===== src/rtl/core/vrt_pkg.sv =====
`timescale 1ns / 1ps
`default_nettype none
// ----------------------------------------------------------------------------
// vrt_pkg
// Types, codes and defaults shared by the region table and its cells.
// ----------------------------------------------------------------------------
package vrt_pkg;

  localparam int DEF_MAX_REGIONS = 16;
  localparam int DEF_PAGE_SHIFT  = 12;

  localparam int FLAG_R = 0;
  localparam int FLAG_W = 1;
  localparam int FLAG_X = 2;

  localparam int EC_PRESENT = 0;
  localparam int EC_WRITE   = 1;

  localparam logic [2:0] PERM_WRITABLE = 3'h2;
  localparam logic [2:0] PERM_USER     = 3'h4;

  typedef enum logic [1:0] {
    ACT_INSERT = 2'd0,
    ACT_LOOKUP = 2'd1,
    ACT_FAULT  = 2'd2,
    ACT_NOP    = 2'd3
  } vrt_action_t;

  typedef enum logic [2:0] {
    ST_OK        = 3'd0,
    ST_NO_REGION = 3'd1,
    ST_DENIED    = 3'd2,
    ST_BAD_RANGE = 3'd3,
    ST_FULL      = 3'd4
  } vrt_status_t;

  typedef enum logic [1:0] {
    S_IDLE,
    S_CMP,
    S_FIN
  } vrt_state_t;

  typedef struct packed {
    logic [31:0] start_addr;
    logic [31:0] end_addr;
    logic [2:0]  flags;
  } vrt_region_t;

  // operands broadcast to every cell
  typedef struct packed {
    logic        cmp_en;
    logic        ins_en;
    vrt_region_t region;
  } vrt_cell_op_t;

  // what a cell hands to its right neighbor
  typedef struct packed {
    logic        valid;
    logic        le;
    vrt_region_t region;
  } vrt_link_t;

endpackage

`default_nettype wire


===== src/rtl/core/vrt_if.sv =====
`timescale 1ns / 1ps
`default_nettype none
// ----------------------------------------------------------------------------
// vrt_if
// Request and response channels of the region table.
// ----------------------------------------------------------------------------
interface vrt_req_if;
  logic        valid;
  logic        ready;
  logic [1:0]  action;
  logic [31:0] addr;
  logic [31:0] region_end_in;
  logic [2:0]  region_flags_in;
  logic [2:0]  fault_code;

  modport source (
    output valid, action, addr, region_end_in, region_flags_in, fault_code,
    input  ready
  );
  modport sink (
    input  valid, action, addr, region_end_in, region_flags_in, fault_code,
    output ready
  );
endinterface

interface vrt_rsp_if;
  logic        valid;
  logic        ready;
  logic [2:0]  status;
  logic        hit;
  logic [31:0] found_start;
  logic [31:0] found_end;
  logic [2:0]  found_flags;
  logic [2:0]  page_perm;
  logic [31:0] page_base;
  logic [4:0]  region_total;
  logic [31:0] fault_total;

  modport source (
    output valid, status, hit, found_start, found_end, found_flags,
           page_perm, page_base, region_total, fault_total,
    input  ready
  );
  modport sink (
    input  valid, status, hit, found_start, found_end, found_flags,
           page_perm, page_base, region_total, fault_total,
    output ready
  );
endinterface

`default_nettype wire


===== src/rtl/core/vm_region_table_fault_check.sv =====
`timescale 1ns / 1ps
`default_nettype none
// ----------------------------------------------------------------------------
// vm_region_table_fault_check
// Sorted table of virtual memory regions with insert, lookup and page fault
// permission check, built as a row of compare-and-shift cells.
// ----------------------------------------------------------------------------
// Flow: a request is accepted in S_IDLE or S_FIN, then passes S_CMP (parallel
//   compare in the cells) and S_FIN (select, check and shift), which waits while
//   the last response is not yet taken; the next request is accepted at commit.
// Reset clears the region count, the cell valid bits, the fault counter and
//   the response valid; region contents are undefined until inserted.
module vm_region_table_fault_check import vrt_pkg::*; #(
  parameter int MAX_REGIONS = DEF_MAX_REGIONS,
  parameter int PAGE_SHIFT  = DEF_PAGE_SHIFT
) (
  input  wire logic clk,
  input  wire logic rst,
  vrt_req_if.sink   req,
  vrt_rsp_if.source rsp
);

  localparam int CNT_W = $clog2(MAX_REGIONS + 1);
  localparam logic [31:0] PAGE_MASK = ~((32'd1 << PAGE_SHIFT) - 32'd1);

  vrt_state_t state, state_next;

  vrt_action_t op_action;
  vrt_region_t op_region;
  logic [2:0]  op_ecode;

  logic [CNT_W-1:0] count;
  logic [31:0]      fault_count;

  logic out_free;
  logic accept;
  logic commit;

  vrt_cell_op_t cell_op;
  vrt_link_t    links [MAX_REGIONS+1];
  logic [MAX_REGIONS-1:0] hits;
  logic [MAX_REGIONS-1:0] ovls;

  logic        hit_any;
  logic        ovl_any;
  vrt_region_t found;

  vrt_status_t      res_status;
  logic             res_hit;
  vrt_region_t      res_region;
  logic [2:0]       res_perm;
  logic [31:0]      res_base;
  logic             ins_ok;
  logic             fault_ok;
  logic [CNT_W-1:0] count_next;
  logic [31:0]      fault_count_next;
  logic [CNT_W+4:0] count_ext;

  assign out_free = !rsp.valid || rsp.ready;
  assign accept   = req.valid && req.ready;

  always_ff @(posedge clk) begin
    if (rst) begin
      state <= S_IDLE;
    end else begin
      state <= state_next;
    end
  end

  always_comb begin
    state_next = state;
    req.ready  = 1'b0;
    commit     = 1'b0;
    unique case (state)
      S_IDLE: begin
        req.ready = 1'b1;
        if (req.valid) begin
          state_next = S_CMP;
        end
      end
      S_CMP: begin
        state_next = S_FIN;
      end
      S_FIN: begin
        if (out_free) begin
          commit     = 1'b1;
          req.ready  = 1'b1;
          state_next = req.valid ? S_CMP : S_IDLE;
        end
      end
      default: begin
        state_next = S_IDLE;
      end
    endcase
  end

  always_ff @(posedge clk) begin
    if (accept) begin
      op_action            <= vrt_action_t'(req.action);
      op_region.start_addr <= req.addr;
      op_region.end_addr   <= req.region_end_in;
      op_region.flags      <= req.region_flags_in;
      op_ecode             <= req.fault_code;
    end
  end

  // cell row
  assign cell_op.cmp_en = (state == S_CMP);
  assign cell_op.ins_en = commit && ins_ok;
  assign cell_op.region = op_region;

  assign links[0].valid  = 1'b1;
  assign links[0].le     = 1'b1;
  assign links[0].region = op_region;

  for (genvar i = 0; i < MAX_REGIONS; i++) begin : g_cell
    vrt_cell u_cell (
      .clk  (clk),
      .rst  (rst),
      .op   (cell_op),
      .prev (links[i]),
      .link (links[i+1]),
      .hit  (hits[i]),
      .ovl  (ovls[i])
    );
  end

  // regions never overlap, so at most one cell hits
  always_comb begin
    found = '0;
    for (int i = 0; i < MAX_REGIONS; i++) begin
      found = found | (hits[i] ? links[i+1].region : '0);
    end
    hit_any = |hits;
    ovl_any = |ovls;
  end

  always_comb begin
    res_status       = ST_OK;
    res_hit          = 1'b0;
    res_region       = '0;
    res_perm         = '0;
    res_base         = '0;
    ins_ok           = 1'b0;
    fault_ok         = 1'b0;
    fault_count_next = fault_count;
    unique case (op_action)
      ACT_INSERT: begin
        priority if (op_region.start_addr >= op_region.end_addr) begin
          res_status = ST_BAD_RANGE;
        end else if (count == CNT_W'(MAX_REGIONS)) begin
          res_status = ST_FULL;
        end else if (ovl_any) begin
          res_status = ST_BAD_RANGE;
        end else begin
          ins_ok = 1'b1;
        end
      end
      ACT_LOOKUP: begin
        if (hit_any) begin
          res_hit    = 1'b1;
          res_region = found;
        end else begin
          res_status = ST_NO_REGION;
        end
      end
      ACT_FAULT: begin
        fault_count_next = fault_count + 32'd1;
        if (hit_any) begin
          res_hit    = 1'b1;
          res_region = found;
          priority if (op_ecode[EC_WRITE]) begin
            fault_ok = found.flags[FLAG_W];
          end else if (op_ecode[EC_PRESENT]) begin
            fault_ok = 1'b0;
          end else begin
            fault_ok = found.flags[FLAG_R] || found.flags[FLAG_X];
          end
          if (fault_ok) begin
            res_perm = PERM_USER | (found.flags[FLAG_W] ? PERM_WRITABLE : 3'h0);
            res_base = op_region.start_addr & PAGE_MASK;
          end else begin
            res_status = ST_DENIED;
          end
        end else begin
          res_status = ST_NO_REGION;
        end
      end
      ACT_NOP: begin
      end
      default: begin
      end
    endcase
    count_next = ins_ok ? count + CNT_W'(1) : count;
    count_ext  = {5'd0, count_next};
  end

  always_ff @(posedge clk) begin
    if (rst) begin
      count       <= '0;
      fault_count <= '0;
      rsp.valid   <= 1'b0;
    end else begin
      if (commit) begin
        count       <= count_next;
        fault_count <= fault_count_next;
        rsp.valid   <= 1'b1;
      end else if (rsp.ready) begin
        rsp.valid   <= 1'b0;
      end
    end
  end

  always_ff @(posedge clk) begin
    if (commit) begin
      rsp.status       <= res_status;
      rsp.hit          <= res_hit;
      rsp.found_start  <= res_region.start_addr;
      rsp.found_end    <= res_region.end_addr;
      rsp.found_flags  <= res_region.flags;
      rsp.page_perm    <= res_perm;
      rsp.page_base    <= res_base;
      rsp.region_total <= count_ext[4:0];
      rsp.fault_total  <= fault_count_next;
    end
  end

endmodule

`default_nettype wire


===== src/rtl/core/vrt_cell.sv =====
`timescale 1ns / 1ps
`default_nettype none
// ----------------------------------------------------------------------------
// vrt_cell
// One table slot: holds a region, compares it against the broadcast item and
// on insert keeps its region, takes the new one or takes its left neighbor's.
// ----------------------------------------------------------------------------
module vrt_cell import vrt_pkg::*; (
  input  wire logic         clk,
  input  wire logic         rst,
  input  wire vrt_cell_op_t op,
  input  wire vrt_link_t    prev,
  output vrt_link_t         link,
  output logic              hit,
  output logic              ovl
);

  logic        valid;
  logic        le;
  vrt_region_t region;

  logic cmp_le;
  logic cmp_hit;
  logic cmp_ahead;

  always_comb begin
    cmp_le    = valid && (region.start_addr <= op.region.start_addr);
    cmp_hit   = cmp_le && (op.region.start_addr < region.end_addr);
    cmp_ahead = valid && (op.region.start_addr < region.start_addr) &&
                (region.start_addr < op.region.end_addr);
  end

  always_ff @(posedge clk) begin
    if (rst) begin
      valid <= 1'b0;
      le    <= 1'b0;
      hit   <= 1'b0;
      ovl   <= 1'b0;
    end else begin
      if (op.cmp_en) begin
        le  <= cmp_le;
        hit <= cmp_hit;
        ovl <= cmp_hit || cmp_ahead;
      end
      if (op.ins_en && !le) begin
        valid <= prev.le ? 1'b1 : prev.valid;
      end
    end
  end

  always_ff @(posedge clk) begin
    if (op.ins_en && !le) begin
      region <= prev.le ? op.region : prev.region;
    end
  end

  assign link.valid  = valid;
  assign link.le     = le;
  assign link.region = region;

endmodule

`default_nettype wire

===== src/flat_wrapper.sv =====
// flat-port wrapper written by rule: the top's interface ports become plain ports
module vm_region_table_fault_check_flat import vrt_pkg::*;
#(
  parameter int MAX_REGIONS = DEF_MAX_REGIONS,
  parameter int PAGE_SHIFT  = DEF_PAGE_SHIFT
)
  (clk, rst, req_valid, req_action, req_addr, req_region_end_in, req_region_flags_in, req_fault_code, req_ready, rsp_valid, rsp_status, rsp_hit, rsp_found_start, rsp_found_end, rsp_found_flags, rsp_page_perm, rsp_page_base, rsp_region_total, rsp_fault_total, rsp_ready);
  vrt_req_if req_i ();
  vrt_rsp_if rsp_i ();
  input  wire logic clk;
  input  wire logic rst;
  input wire logic [$bits(req_i.valid)-1:0] req_valid;
  input wire logic [$bits(req_i.action)-1:0] req_action;
  input wire logic [$bits(req_i.addr)-1:0] req_addr;
  input wire logic [$bits(req_i.region_end_in)-1:0] req_region_end_in;
  input wire logic [$bits(req_i.region_flags_in)-1:0] req_region_flags_in;
  input wire logic [$bits(req_i.fault_code)-1:0] req_fault_code;
  output wire logic [$bits(req_i.ready)-1:0] req_ready;
  output wire logic [$bits(rsp_i.valid)-1:0] rsp_valid;
  output wire logic [$bits(rsp_i.status)-1:0] rsp_status;
  output wire logic [$bits(rsp_i.hit)-1:0] rsp_hit;
  output wire logic [$bits(rsp_i.found_start)-1:0] rsp_found_start;
  output wire logic [$bits(rsp_i.found_end)-1:0] rsp_found_end;
  output wire logic [$bits(rsp_i.found_flags)-1:0] rsp_found_flags;
  output wire logic [$bits(rsp_i.page_perm)-1:0] rsp_page_perm;
  output wire logic [$bits(rsp_i.page_base)-1:0] rsp_page_base;
  output wire logic [$bits(rsp_i.region_total)-1:0] rsp_region_total;
  output wire logic [$bits(rsp_i.fault_total)-1:0] rsp_fault_total;
  input wire logic [$bits(rsp_i.ready)-1:0] rsp_ready;
  assign req_i.valid = req_valid;
  assign req_i.action = req_action;
  assign req_i.addr = req_addr;
  assign req_i.region_end_in = req_region_end_in;
  assign req_i.region_flags_in = req_region_flags_in;
  assign req_i.fault_code = req_fault_code;
  assign req_ready = req_i.ready;
  assign rsp_valid = rsp_i.valid;
  assign rsp_status = rsp_i.status;
  assign rsp_hit = rsp_i.hit;
  assign rsp_found_start = rsp_i.found_start;
  assign rsp_found_end = rsp_i.found_end;
  assign rsp_found_flags = rsp_i.found_flags;
  assign rsp_page_perm = rsp_i.page_perm;
  assign rsp_page_base = rsp_i.page_base;
  assign rsp_region_total = rsp_i.region_total;
  assign rsp_fault_total = rsp_i.fault_total;
  assign rsp_i.ready = rsp_ready;
  vm_region_table_fault_check #(.MAX_REGIONS(MAX_REGIONS), .PAGE_SHIFT(PAGE_SHIFT)) u_core (.clk(clk), .rst(rst), .req(req_i), .rsp(rsp_i));
endmodule

===== config.mk =====
export PLATFORM = sky130hd
export DESIGN_NAME = vm_region_table_fault_check_flat
export DESIGN_NICKNAME = d
export VERILOG_FILES = /design/src/rtl/core/vrt_pkg.sv /design/src/rtl/core/vrt_if.sv /design/src/rtl/core/vm_region_table_fault_check.sv /design/src/rtl/core/vrt_cell.sv /design/src/flat_wrapper.sv
export SDC_FILE = /design/constraint.sdc
export NUM_CORES = 2
export LEC_CHECK = 0
export BUFFER_PORTS_ARGS = -buffer_cell sky130_fd_sc_hd__clkbuf_2
export CAP_MARGIN = 40
export CORE_MARGIN = 2
export CORE_UTILIZATION = 31
export CTS_BUF_LIST = sky130_fd_sc_hd__clkbuf_4
export DETAILED_ROUTE_END_ITERATION = 10
export PLACE_DENSITY = 0.56
export SETUP_SLACK_MARGIN = 0.15
export SLEW_MARGIN = 20
export SYNTH_ARGS = -nofsm -noshare
export SYNTH_HDL_FRONTEND = slang
export SYNTH_SLANG_ARGS = --single-unit

===== constraint.sdc =====
create_clock -name clk -period 7.85 [get_ports clk]
set_clock_uncertainty 0.2 [all_clocks]
set_input_delay 0.785 -clock clk [delete_from_list [all_inputs] [get_ports clk]]
set_output_delay 0.785 -clock clk [all_outputs]
set_load 0.03 [all_outputs]

After elaboration in Yosys (flattened, before gate mapping)
Index checks and enable logic that the tools add are counted.
{"block": "word_totals", "register_bits": 1390, "out_inout_bits": 145, "input_bits": 76}
{"block": "op_classes", "reduce_logical": 127, "n_bitwise": 15, "n_addsub": 2, "order_cmp": 65, "eq_ne": 7, "mux": 75}
{"operator": "67-bit 2-to-1 mux", "n": 31}
{"operator": "32-bit < comparator", "n": 48}
{"operator": "67-bit bitwise OR", "n": 15}
{"operator": "32-bit <= comparator", "n": 16}
{"operator": "1-bit logical AND", "n": 82}
{"operator": "32-bit by 1-bit adder with 32-bit output (second input constant)", "n": 1}
{"operator": "32-bit >= comparator", "n": 1}
{"operator": "32-bit 2-to-1 mux", "n": 1}
{"operator": "16-bit OR reduction", "n": 2}
{"operator": "1-bit 2-to-1 mux", "n": 30}
{"operator": "1-bit logical OR", "n": 18}
{"operator": "1-bit logical NOT", "n": 17}
{"operator": "2-bit 2-to-1 mux", "n": 6}
{"operator": "3-bit 2-to-1 mux", "n": 3}
{"operator": "3-bit case mux with 3 select lines", "n": 1}
{"operator": "2-bit case mux with 3 select lines", "n": 1}
{"operator": "2-bit AND reduction", "n": 3}
{"operator": "5-bit by 1-bit adder with 5-bit output (second input constant)", "n": 1}
{"operator": "5-bit == test (second input constant)", "n": 1}
{"operator": "5-bit 2-to-1 mux", "n": 1}
{"operator": "2-bit by 1-bit == test with 1-bit output (second input constant)", "n": 2}
{"operator": "2-bit == test (second input constant)", "n": 2}
{"operator": "2-bit logical NOT", "n": 2}
{"operator": "3-bit AND reduction", "n": 1}
{"operator": "5 further kinds", "n": 5}

Depth between registers and ports, before layout
{"block": "logic_depth", "depth_word": 24, "depth_mapped": 14, "mapped_depth_nobuf": 10}

Modules after synthesis
From an unflattened synthesis, not the netlist that was laid out.
{"block": "unflattened", "cells_unflattened": 9398, "hier_area_um2": 100717.8}
{"module": "vrt_cell", "instances": 16, "area_per_inst_um2": 5328.9, "cells_each": 496}
{"module": "vm_region_table_fault_check", "instances": 1, "area_per_inst_um2": 15456.1, "cells_each": 1462}

Least setup slack after synthesis
No wires, ideal clock.
{"block": "synth_timing", "path_kind": "reg2reg", "startpoint": "reg u_core.op_region, in the netlist u_core.cell_op[20]", "endpoint": "reg u_core.g_cell[10].u_cell.region, in the netlist u_core.g_cell[10].u_cell.link[0] (enable)", "path_stages_with_launch": 15, "path_slack_ns": 1.225, "t_required_ns": 7.157, "synth_period_minus_slack_ns": 6.625, "path_buffers": 4, "t_arrival_ns": 5.932, "setup_time_ns": 0.493, "cell_sequence": "edfxtp_1 -> clkbuf_1 -> clkbuf_1 -> inv_1 -> ha_1 -> a21oi_1 -> nor2_1 -> a2111oi_2 -> a221o_1 -> a32oi_1 -> nor4bb_1 -> clkbuf_1 -> nand2_1 -> clkbuf_1 -> nor2_1"}
{"block": "synth_between", "elab_chain_cells": 5}
{"element": "start, declared", "line_no": "vm_region_table_fault_check.sv:29", "source": "vrt_region_t op_region;"}
{"element": "32-bit >= comparator", "line_no": "vm_region_table_fault_check.sv:149", "source": "priority if (op_region.start_addr >= op_region.end_addr) begin"}
{"element": "1-bit 2-to-1 mux", "line_no": "vm_region_table_fault_check.sv:149"}
{"element": "1-bit 2-to-1 mux", "line_no": "vm_region_table_fault_check.sv:147", "source": "unique case (op_action)"}
{"element": "1-bit logical AND", "line_no": "vm_region_table_fault_check.sv:109", "source": "assign cell_op.ins_en = commit && ins_ok;"}
{"element": "1-bit logical AND", "line_no": "vrt_cell.sv:52", "source": "if (op.ins_en && !le) begin"}
{"element": "end signal, assigned", "line_no": "vrt_cell.sv:53", "source": "region <= prev.le ? op.region : prev.region;"}
{"element": "end, declared", "line_no": "vrt_cell.sv:20", "source": "vrt_region_t region;"}
Every way passes these cells.
A chain may end at the register's enable or synchronous reset.

Worst setup path after layout
{"block": "layout_timing", "startpoint": "reg u_core.op_region, in the netlist u_core.cell_op[5]", "endpoint": "reg u_core.g_cell[5].u_cell.region, in the netlist u_core.g_cell[5].u_cell.link[62] (enable)"}
{"block": "layout_between", "elab_chain_cells": 5}
{"element": "32-bit >= comparator", "line_no": "vm_region_table_fault_check.sv:149"}
{"element": "1-bit 2-to-1 mux", "line_no": "vm_region_table_fault_check.sv:149"}
{"element": "1-bit 2-to-1 mux", "line_no": "vm_region_table_fault_check.sv:147"}
{"element": "1-bit logical AND", "line_no": "vm_region_table_fault_check.sv:109"}
{"element": "1-bit logical AND", "line_no": "vrt_cell.sv:52"}
{"element": "end signal, assigned", "line_no": "vrt_cell.sv:53"}
{"element": "end, declared", "line_no": "vrt_cell.sv:20"}
Every way passes these cells.

==> impl_metrics.prom <==
# TYPE chip_impl_metric gauge
chip_impl_metric{name="power_per_cell_area",unit="mW/mm^2"} 157
chip_impl_metric{name="finalHoldWorstSlack",unit="ns"} 0.0540
chip_impl_metric{name="net-switching-power",unit="uW"} 4930
chip_impl_metric{name="cts_resized",unit=""} 0
chip_impl_metric{name="share_clk_of_total_power",unit="%"} 42.4
chip_impl_info{name="rsz0062_at_grt",value="false"} 1
chip_impl_metric{name="grt_max_degree",unit=""} 82
chip_impl_metric{name="cp.required",unit="ns"} 8.69
chip_impl_metric{name="antenna_found_initial",unit=""} 40
chip_impl_metric{name="via_count",unit=""} 85670
chip_impl_metric{name="synth.ff_latch_count",unit=""} 1377
chip_impl_metric{name="max_frequency",unit="MHz"} 182
chip_impl_metric{name="first_global_vias",unit=""} 82490
chip_impl_info{name="min-delay-path-class",value="in2reg"} 1
chip_impl_metric{name="max_slew_margin",unit="%"} 31.5
chip_impl_metric{name="post-synth-top-area-fraction",unit="%"} 40.0
chip_impl_metric{name="power.combinational.fraction",unit="%"} 10.5
chip_impl_metric{name="overall_die_area",unit="mm^2"} 0.313
chip_impl_metric{name="max-clock-path-buffers",unit=""} 4
chip_impl_metric{name="hold_violations",unit=""} 0
chip_impl_metric{name="drt_first_iter_violations",unit=""} 10748
chip_impl_metric{name="synth_edf_count",unit=""} 1273
chip_impl_metric{name="cts.clk_slew.worst_paths",unit="ns"} 0.07
chip_impl_metric{name="post_synth_instance_area",unit="mm^2"} 0.0956
chip_impl_metric{name="grt_overflow",unit=""} 0
chip_impl_info{name="netlist_top_cells_area",value="edfxtp_1 40%, ha_1 20%, o21ai_0 5.7%"} 1
chip_impl_metric{name="wire_length_of_the_first_global_routing_pass",unit="mm"} 597
chip_impl_metric{name="fraction_of_the_yosys_area_taken_by_sequential_cells",unit="%"} 42.1
chip_impl_metric{name="drive_above_1_share",unit="%"} 13.2
chip_impl_info{name="dominantRegCellSynth",value="edfxtp_1"} 1
chip_impl_metric{name="ys.warnings.count",unit=""} 0
chip_impl_metric{name="clock-sinks",unit=""} 1377
chip_impl_metric{name="vdd_ir_drop_max",unit="V"} 0.0000923
chip_impl_metric{name="grt.total_usage",unit="%"} 26.4
chip_impl_metric{name="internal_power",unit="uW"} 12300
chip_impl_info{name="criticalPathCategory",value="reg2reg"} 1
chip_impl_metric{name="chipHeight",unit="um"} 559
chip_impl_metric{name="finalWirelength",unit="mm"} 430
chip_impl_metric{name="io_pins",unit=""} 221
chip_impl_metric{name="standard_cell_core_area",unit="mm^2"} 0.306
chip_impl_metric{name="router_iterations_before_antenna_repair",unit=""} 8
chip_impl_info{name="endpoint_kind",value="flop"} 1
chip_impl_metric{name="syn_inst",unit=""} 9569
chip_impl_metric{name="ctsHtreeMaxLevel",unit=""} 5
chip_impl_metric{name="clock_latency",unit="ns"} 1.49
chip_impl_info{name="tritoncts",value="done"} 1
chip_impl_metric{name="p_seq_share",unit="%"} 47.1
chip_impl_metric{name="total_leakage_power",unit="uW"} 0.0442
chip_impl_metric{name="maxSlewViolCount",unit=""} 0
chip_impl_metric{name="initial_cell_density_of_the_core",unit="%"} 31.2
chip_impl_metric{name="total_clock_buffers_created_by_cts",unit=""} 409
chip_impl_info{name="synth_area_leader_cell",value="edfxtp_1"} 1
chip_impl_metric{name="routabilityCongestion",unit=""} 0.995
chip_impl_metric{name="synth.avg_cell_area",unit="um^2"} 9.99
chip_impl_metric{name="nets",unit=""} 11748
chip_impl_metric{name="layout-area-overhead-vs-synth",unit="%"} 14.4
chip_impl_metric{name="floorplan.rows",unit=""} 203
chip_impl_metric{name="vias_per_cell",unit=""} 5.87
chip_impl_info{name="status",value="finished, final reports clean"} 1
chip_impl_metric{name="layout_min_cycle_time",unit="ns"} 5.51
chip_impl_metric{name="power.switching_fraction",unit="%"} 28.7
chip_impl_metric{name="dp.final_hpwl",unit="mm"} 315
chip_impl_metric{name="port_buffers",unit=""} 206
chip_impl_metric{name="route.detailed.drc",unit=""} 0
chip_impl_metric{name="setup_violations",unit=""} 0
chip_impl_metric{name="worst-slew-pin-transition",unit="ns"} 1.02
chip_impl_metric{name="cap_violations",unit=""} 0
chip_impl_info{name="critical_path.startpoint_type",value="flop"} 1
chip_impl_metric{name="async_flop_share",unit="%"} 0
chip_impl_info{name="cts_root_buffer",value="clkbuf_4"} 1
chip_impl_metric{name="post_synth_num_cell_types",unit=""} 82
chip_impl_metric{name="crit_fanout",unit=""} 35
chip_impl_metric{name="wl_per_cell",unit="um"} 29.5
chip_impl_metric{name="floorplan.die.width",unit="um"} 559
chip_impl_metric{name="fin_crit_sh",unit="%"} 70.2
chip_impl_metric{name="arrival",unit="ns"} 6.35
chip_impl_metric{name="fin_tns_setup",unit="ns"} 0
chip_impl_metric{name="ant_nets",unit=""} 0
## final cells by class
cell class,instances,area (um^2)
tap,4100,5130
inverter,957,3600
clock buffer,603,4530
clock inverter,140,719
multi-input combinational,6768,50100
timing repair buffer,616,4850
sequential,1377,40400
antenna,26,65.1
fill,30930,197000
## what timing repair did
item,4_1_cts,5_1_grt
hold endpoints to repair,163,0
hold buffers,143,0
setup buffers,0,0
## sequential cells by signal (all words and copies together), names as in the netlist
| signal | flops |
|---|---|
| u_core.count | 5 |
| u_core.rsp.found_flags | 3 |
| u_core.rsp.valid | 1 |
| u_core.op_ecode | 2 |
| u_core.rsp.found_start | 32 |
| u_core.state | 2 |
| u_core.rsp.page_perm | 2 |
| u_core.g_cell.u_cell.valid | 16 |
| u_core.rsp.fault_total | 32 |
| u_core.rsp.page_base | 20 |
| u_core.rsp.found_end | 32 |
| u_core.g_cell.u_cell.ovl | 16 |
| u_core.rsp.region_total | 5 |
| u_core.fault_count | 32 |
| u_core.g_cell.u_cell.hit | 16 |
| u_core.g_cell.u_cell.le | 16 |
| u_core.op_action | 2 |
| u_core.cell_op | 67 |
| u_core.rsp.hit | 1 |
| u_core.rsp.status | 3 |
| u_core.g_cell.u_cell.link | 1072 |
## per-layer routing
metal / up-vias / wire length, um / GRT usage (%)
met4: 26 / 28900 / 15.7
met3: 1183 / 51800 / 7.26
met2: 5660 / 182000 / 39.2
li1: 37275 / - / -
met1: 41526 / 168000 / 34.0
met5: - / 181 / 0
## layout by cell type (no fill, tap or decap), types with 77 or more instances in the layout
cell           count
a211oi_1          91
a21o_1           235
a21oi_1          477
a221oi_1         211
a22o_1           200
a22oi_1          142
a31oi_1           77
buf_4            222
clkbuf_2         206
clkbuf_4         610
clkinv_1         108
dlygate4sd3_1    143
edfxtp_1        1273
ha_1            1543
inv_1            955
mux2_2           198
nand2_1         1100
nand3_1          121
nand4_1          231
nor2_1           231
nor2b_1           80
nor3_1            87
o21ai_0         1089
## path summary, 6_finish.rpt
check                           slack [ns]                           start  cells past startpoint                                to
worst max-delay path                  2.34               u_core.cell_op[5]                     14  u_core.g_cell[5].u_cell.link[62]
worst min-delay path                  0.05                     req_addr[9]                      2                u_core.cell_op[44]
worst max register to register        2.34               u_core.cell_op[5]                     14  u_core.g_cell[5].u_cell.link[62]
worst min register to register        0.27  u_core.g_cell[15].u_cell.valid                      2       u_core.g_cell[15].u_cell.le
## synth_stat cells (all sizes together) (81+ instances only)
library cell     n
clkbuf         397
buf             82
a21oi          477
nand2         1101
edfxtp        1273
inv            957
a211oi          91
a22oi          142
nor2           247
nand3          122
a22o           200
mux2           198
dfxtp          104
nor2b           81
o21ai         1092
a21o           235
ha            1543
nor3            88
a221oi         211
nand4          232
## metrics by stage
step | util [%] | setup WS, ns | instance area (um^2) | std cells | total power [uW]
detailed placement | 33.4 | 2.09 | 102000 | 13656 | 9950
finish | 35.7 | 2.34 | 109000 | 14587 | 17200
global route | 35.7 | 2.20 | 109000 | 14575 | 17800
global placement | 33.3 | 2.07 | 102000 | 13622 | 9880
floorplan | - | 1.23 | 95700 | 9581 | 9230
CTS | 35.6 | 2.02 | 109000 | 14542 | 17300
## cell families (layout without fill, tap and decap cells)
group           after synthesis  in the layout  synth area share [%]
compound gates             2823           2823                  18.8
xor+xnor                     55             55                 0.504
fa+ha+maj                  1543           1543                  20.2
buf+inv                    1436           2316                  5.70
flops                      1377           1377                  42.1
mux                         198            198                  2.33
other cells                   1             39               0.00392
simple gates               2136           2136                  10.4
## critical path: stages (launching register included)
cell and delay, ns:
edfxtp_1 0.85, inv_1 0.09, buf_4 0.25, ha_1 0.34, a21oi_1 0.16, o21ai_0 0.19, nand2_1 0.13, a21oi_1 0.16
o221a_2 0.39, nor4bb_1 0.37, nand2_1 0.24, buf_8 0.23, buf_4 0.20, nor2_4 0.48, buf_4 0.65
## power by group through the flow
stage                     sequential (uW)  clock, uW  combinational, uW
after floorplan                      8310          0                920
after global placement               8250          0               1630
after detailed placement             8260          0               1690
after CTS                            8100       7410               1760
after global routing                 8100       7770               1950
final                                8100       7290               1800
(Power assumes the default switching activity.)
